### src/rtl/core/pal_pkg.sv
package pal_pkg;

  // sizes
  localparam int MAX_VERTICES = 256;
  localparam int FRAC_BITS    = 16;
  localparam int ADDR_W       = $clog2(MAX_VERTICES);
  localparam int CNT_W        = ADDR_W + 1;
  localparam int COORD_W      = 32;
  localparam int POS_W        = 40;
  localparam int THR_W        = 16;
  localparam int SEG_W        = 8;
  localparam int MAG_W        = COORD_W + 1;
  localparam int RAD_W        = 2 * MAG_W;
  localparam int ROOT_W       = MAG_W;
  localparam int DIVD_W       = MAG_W + FRAC_BITS;
  localparam int PROD_W       = POS_W + COORD_W;
  localparam int PT_W         = PROD_W - FRAC_BITS + 2;

  // opcodes
  localparam logic [1:0] OP_CLEAR  = 2'd0;
  localparam logic [1:0] OP_APPEND = 2'd1;
  localparam logic [1:0] OP_QUERY  = 2'd2;
  localparam logic [1:0] OP_NOP    = 2'd3;

  // status codes
  localparam logic [1:0] ST_OK   = 2'd0;
  localparam logic [1:0] ST_PAST = 2'd1;
  localparam logic [1:0] ST_FEW  = 2'd2;
  localparam logic [1:0] ST_FULL = 2'd3;

  typedef struct packed {
    logic [1:0]               opcode;
    logic signed [COORD_W-1:0] vertex_x;
    logic signed [COORD_W-1:0] vertex_y;
    logic [POS_W-1:0]         route_position;
  } req_t;

  typedef struct packed {
    logic signed [COORD_W-1:0] point_x;
    logic signed [COORD_W-1:0] point_y;
    logic [SEG_W-1:0]         segment_index;
    logic                     at_vertex;
    logic                     at_end;
    logic [1:0]               status;
  } rsp_t;

  // controller to datapath
  typedef struct packed {
    logic       load_req;
    logic       clear;
    logic       wr_first;
    logic       mul_dx;
    logic       mul_dy;
    logic       sqrt_start;
    logic       div_start;
    logic       div_sel_y;
    logic       div_store;
    logic       append_wr;
    logic       srch_init;
    logic       srch_rd;
    logic       srch_cmp;
    logic       idx_rd;
    logic       rem_load;
    logic       walk_lo;
    logic       walk_hi;
    logic       walk_pt;
    logic       walk_sel_y;
    logic       flags;
    logic       set_st;
    logic [1:0] st_code;
    logic       out_load;
  } cmd_t;

  // datapath to controller
  typedef struct packed {
    logic [1:0] opcode;
    logic       cnt_zero;
    logic       full;
    logic       few;
    logic       sqrt_busy;
    logic       div_busy;
    logic       srch_more;
    logic       out_busy;
  } sts_t;

endpackage

### src/rtl/core/pal_ctrl.sv
module pal_ctrl (
  input  logic          clk_i,
  input  logic          rst_ni,
  input  logic          in_valid_i,
  output logic          in_ready_o,
  input  pal_pkg::sts_t sts_i,
  output pal_pkg::cmd_t cmd_o
);
  import pal_pkg::*;

  typedef enum logic [4:0] {
    S_IDLE, S_DECODE, S_MUL_DX, S_MUL_DY, S_SQRT, S_SQRT_WAIT,
    S_DIVX, S_DIVX_WAIT, S_DIVY, S_DIVY_WAIT, S_APPEND,
    S_SRCH_CHK, S_SRCH_CMP, S_REM,
    S_WX0, S_WX1, S_WX2, S_WY0, S_WY1, S_WY2, S_FLAGS, S_FINISH
  } state_e;

  state_e state_q, state_d;

  // command decode and next state
  always_comb begin
    cmd_o   = '0;
    state_d = state_q;
    case (state_q)
      S_IDLE: begin
        cmd_o.load_req = in_valid_i;
        if (in_valid_i) begin
          state_d = S_DECODE;
        end
      end
      S_DECODE: begin
        state_d = S_FINISH;
        case (sts_i.opcode)
          OP_CLEAR: begin
            cmd_o.clear = 1'b1;
          end
          OP_APPEND: begin
            if (sts_i.full) begin
              cmd_o.set_st  = 1'b1;
              cmd_o.st_code = ST_FULL;
            end else if (sts_i.cnt_zero) begin
              cmd_o.wr_first = 1'b1;
            end else begin
              state_d = S_MUL_DX;
            end
          end
          OP_QUERY: begin
            if (sts_i.few) begin
              cmd_o.set_st  = 1'b1;
              cmd_o.st_code = ST_FEW;
            end else begin
              cmd_o.srch_init = 1'b1;
              state_d         = S_SRCH_CHK;
            end
          end
          default: begin
            state_d = S_FINISH;
          end
        endcase
      end
      S_MUL_DX: begin
        cmd_o.mul_dx = 1'b1;
        state_d      = S_MUL_DY;
      end
      S_MUL_DY: begin
        cmd_o.mul_dy = 1'b1;
        state_d      = S_SQRT;
      end
      S_SQRT: begin
        cmd_o.sqrt_start = 1'b1;
        state_d          = S_SQRT_WAIT;
      end
      S_SQRT_WAIT: begin
        if (!sts_i.sqrt_busy) begin
          state_d = S_DIVX;
        end
      end
      S_DIVX: begin
        cmd_o.div_start = 1'b1;
        state_d         = S_DIVX_WAIT;
      end
      S_DIVX_WAIT: begin
        if (!sts_i.div_busy) begin
          cmd_o.div_store = 1'b1;
          state_d         = S_DIVY;
        end
      end
      S_DIVY: begin
        cmd_o.div_sel_y = 1'b1;
        cmd_o.div_start = 1'b1;
        state_d         = S_DIVY_WAIT;
      end
      S_DIVY_WAIT: begin
        cmd_o.div_sel_y = 1'b1;
        if (!sts_i.div_busy) begin
          cmd_o.div_store = 1'b1;
          state_d         = S_APPEND;
        end
      end
      S_APPEND: begin
        cmd_o.append_wr = 1'b1;
        state_d         = S_FINISH;
      end
      S_SRCH_CHK: begin
        if (sts_i.srch_more) begin
          cmd_o.srch_rd = 1'b1;
          state_d       = S_SRCH_CMP;
        end else begin
          cmd_o.idx_rd = 1'b1;
          state_d      = S_REM;
        end
      end
      S_SRCH_CMP: begin
        cmd_o.srch_cmp = 1'b1;
        state_d        = S_SRCH_CHK;
      end
      S_REM: begin
        cmd_o.rem_load = 1'b1;
        state_d        = S_WX0;
      end
      S_WX0: begin
        cmd_o.walk_lo = 1'b1;
        state_d       = S_WX1;
      end
      S_WX1: begin
        cmd_o.walk_hi = 1'b1;
        state_d       = S_WX2;
      end
      S_WX2: begin
        cmd_o.walk_pt = 1'b1;
        state_d       = S_WY0;
      end
      S_WY0: begin
        cmd_o.walk_sel_y = 1'b1;
        cmd_o.walk_lo    = 1'b1;
        state_d          = S_WY1;
      end
      S_WY1: begin
        cmd_o.walk_sel_y = 1'b1;
        cmd_o.walk_hi    = 1'b1;
        state_d          = S_WY2;
      end
      S_WY2: begin
        cmd_o.walk_sel_y = 1'b1;
        cmd_o.walk_pt    = 1'b1;
        state_d          = S_FLAGS;
      end
      S_FLAGS: begin
        cmd_o.flags = 1'b1;
        state_d     = S_FINISH;
      end
      S_FINISH: begin
        if (!sts_i.out_busy) begin
          cmd_o.out_load = 1'b1;
          state_d        = S_IDLE;
        end
      end
      default: begin
        state_d = S_IDLE;
      end
    endcase
  end

  // state register
  always_ff @(posedge clk_i or negedge rst_ni) begin
    if (!rst_ni) begin
      state_q <= S_IDLE;
    end else begin
      state_q <= state_d;
    end
  end

  assign in_ready_o = state_q == S_IDLE;

endmodule

### config.mk
export PLATFORM = sky130hd
export DESIGN_NAME = pal_ctrl
export DESIGN_NICKNAME = d
export VERILOG_FILES = /design/src/rtl/core/pal_pkg.sv /design/src/rtl/core/pal_ctrl.sv
export SDC_FILE = /design/constraint.sdc
export NUM_CORES = 1
export LEC_CHECK = 0
export ABC_AREA = 1
export BUFFER_PORTS_ARGS = -buffer_cell sky130_fd_sc_hd__buf_2
export CAP_MARGIN = 0
export CELL_PAD_IN_SITES_DETAIL_PLACEMENT = 0
export CELL_PAD_IN_SITES_GLOBAL_PLACEMENT = 2
export CORE_MARGIN = 2
export CORE_UTILIZATION = 21
export DETAILED_ROUTE_END_ITERATION = 16
export PLACE_DENSITY_LB_ADDON = 0.15
export SLEW_MARGIN = 20
export SYNTH_ARGS = -nofsm -noshare
export SYNTH_HDL_FRONTEND = slang
export SYNTH_SLANG_ARGS = --single-unit
export TNS_END_PERCENT = 10
### constraint.sdc
create_clock -name clk_i -period 1.6 [get_ports clk_i]
set_clock_uncertainty 0.15 [all_clocks]
set_input_delay 0.24 -clock clk_i [delete_from_list [all_inputs] [get_ports clk_i]]
set_output_delay 0.24 -clock clk_i [all_outputs]
set_load 0.05 [all_outputs]
==> summary.md <==
| Metric | Value |
|---|---|
| Post-layout min period | `1760 ps` |
| FF-to-FF setup slack | `-10 ps` |
| Avg Inst Size Synth | `5.34 um^2` |
| Reg-to-reg endpoint | `state_q[2]` |
| Status | `finished, violations left` |
| DR WL met3 | `roughly 120 um` |
| Crit-path max FO | `5` |
| Reg2reg start | `state_q[0]` |
| Top cells by area, synth | `nand2_1, dfrtp_1, nor2_1, inv_1, nand3_1` |
| Top flop regs | `state_q: 5 flops` |
| Post-synthesis sequential area ratio | `0.150` |
| Number of synthesized register bits | `5` |
| Max-cap violations | `0` |
| Total vias in the final route | `1166` |
| Max reg flops | `5` |
| Global Route Usage Sum | `0.151` |
| Non-filler cells, final | `277` |
| Failing checks | `setup timing` |
| Worst-path clk slew | `30 ps` |
| Fillers | `408` |
| Syn_nets | `between 150 and 200` |
| Remaining global-route overflow | `0` |
| Average wire per standard cell | `about 11 um` |
| Ant diodes | `0` |
| Main flop type after synthesis | `dfrtp_1` |
| CP Capture Type | `output pin` |
| GPL Wtd Cong | `~0.84` |
| Routed Antenna Nets | `0` |
| Placed insts | `269` |
| Die area | `4490 um^2` |
| HPWL reported at the end of detailed placement | `2.64 mm` |
| Final Hold Viols | `0` |
| Die W | `between 60 and 70 um` |
| Sequential cell area | `131 um^2` |
| Hold crit path type | `in2reg` |
| Synth cell count leaders | `nand2_1, nor2_1, inv_1, nand3_1, nand2_2` |
| Core area | `3740 um^2` |
| Vias in the first global route | `1146` |
| Starting Density | `0.223` |
| Cell Pwr Density | `1810 nW/um^2` |
| Max Freq | `567 MHz` |
| Hold path endpoint | `state_q[1]` |
| Cells after Synth | `around 160` |
| Io pins | `37` |
| Critical path arrival | `1370 ps` |
| Num rows | `22` |
| Endpoints failing setup | `27` |
| Max VDD drop | `0.000985 V` |
| Most frequent cell after synthesis | `nand2_1` |
| Crit path buffers/inverters | `2` |
| H-Tree Level Count | `1` |
| Met2 Routed Length | `1.53 mm` |
| WHS Path Cells | `3` |
| Fin nets | `245` |
| Post-synth EDFFs | `0` |
| Synth warn | `0` |
| Root Driver | `clkbuf_8` |
| R2r worst-path depth | `11` |
| HP Start | `sts_i[2]` |
| Post-synth top area share | `0.207` |
| Initial antenna violation count | `0` |
| Slew Limit Headroom | `0.851` |
| Unrepaired setup endpoints after global routing | `yes` |
| Die height | `67.0 um` |
| Tot Pwr | `3170 uW` |
| Largest net degree at the start of global routing | `7` |
| Crit path launch type | `flop` |
| Crit-path cells | `inv_4, nand2_2, nor2_4, nand2_2, a21oi_2, buf_6` |
| Cell family with most CP delay | `flip-flops` |
| Critical Path RT | `1210 ps` |
| Layout cells sized above 1 | `0.568` |
| Most common cell on crit path | `nand2_2` |
| Final period util | `1.10` |
| TritonCTS buffer count | `3` |
| CP Class | `reg2out` |
| Metal-1 WL | `1.38 mm` |
| Area growth from synthesis to layout | `111%` |
| Uppermost routed layer | `met3` |
| Unique cell type count in the Yosys netlist | `19` |
| DR pass1 iterations | `4` |
| Top cell type by total area after synthesis | `nand2_1` |
| Slowest stage delay, CP | `between 400 and 500 ps` |
| Post-synth ARST share | `1.00` |
| Clock latency on the worst-skew pair | `220 ps` |
| P_leak | `0.000966 uW` |
| Worst-margin pin slew | `between 200 and 250 ps` |
| Port bufs | `36` |
| Vias per inst | `roughly 4.2` |
| Mapped Area | `833 um^2` |
| CTS tree | `built` |
| CTS Sinks | `5` |
| First-pass GRT wire length | `5.18 mm` |
| Pins Over Slew Limit | `0` |
| Slowest CP cell | `dfrtp_2` |
| Post-route DRC | `0` |
| Critical path origin | `state_q[4]` |
| Area of the multi-input gates | `777 um^2` |
| Reg with most FFs | `state_q` |
| Final wirelength | `between 3 and 4 mm` |
| Max clock buf depth | `2` |
| Setup WS post-layout | `-164 ps` |
| Drt initial violations | `21` |
[layer usage]
metal / vias to the layer above / track usage
li1: 623 / -
met1: 518 / 0.194
met2: 25 / 0.273
met3: 0 / 0.0169
met4: 0 / 0.0230
met5: - / 0
[area by class of cell]
cell class              instances  share of cell area
multi-input cells             119               0.443
repair buffers                 71               0.354
flip-flops and latches          5              0.0749
inverters                      30              0.0685
well taps                      48              0.0342
clock buffers                   4              0.0257
[worst max-delay path by stage]
stage                            end  cells after the start
after floorplan           state_q[3]                      7
after global placement      cmd_o[7]                      4
after detailed placement    cmd_o[7]                      4
after CTS                  cmd_o[13]                      6
after global routing       cmd_o[13]                      6
final                      cmd_o[15]                      6
[kinds of logic after synthesis]
| group | after synthesis | synth area share |
|---|---|---|
| buffers and inverters | 32 | 0.161 |
| and+or+nand+nor | 109 | 0.596 |
| AOI/OAI and AO/OA | 7 | 0.0480 |
| adders and majority gates | 3 | 0.0450 |
| DFF | 5 | 0.150 |
[tightest hold or removal path, stage by stage]
cell and delay [ps]:
buf_2 130, nand2_1 90, nand2_1 60
[cells in the final DEF, fill, tap and decap left out, drive strengths merged]
cell type,count
nand2,55
a21oi,2
dfrtp,5
inv,30
ha,3
dlygate4sd3,1
clkbuf,4
nand3,15
a211oi,1
o31ai,1
buf,70
nor2,32
nor3,7
o21ai,3
[timing repair]
action | CTS | global route
setup endpoints to repair | 29 | 30
pin swaps | 6 | 3
hold endpoints to repair | 5 | 0
resized for setup | 65 | 16
hold buffers | 1 | 0
setup buffers | 1 | 2
[stage by stage]
step	util	worst slack, ps	hold WS (ps)	setup TNS [ps]	area (um^2)
detailed placement	0.374	-103	-93.3	-1090	1400
global route	0.469	-238	217	-4970	1750
finish	0.469	-164	200	-2800	1750
floorplan	-	-170	-206	-2070	951
CTS	0.447	-166	184	-3090	1670
global placement	0.374	-79.0	-95.9	-733	1400
[report_power, final]
| part | leakage [uW] | total, uW | internal (uW) | switching (uW) |
|---|---|---|---|---|
| combinational | 0.000886 | 2620 | 1040 | 1580 |
| clock | 0.0000228 | 230 | 171 | 59.1 |
| sequential | 0.0000570 | 318 | 202 | 116 |
| total | 0.000966 | 3170 | 1420 | 1750 |
No activity file was read; power rests on OpenSTA's default activity.
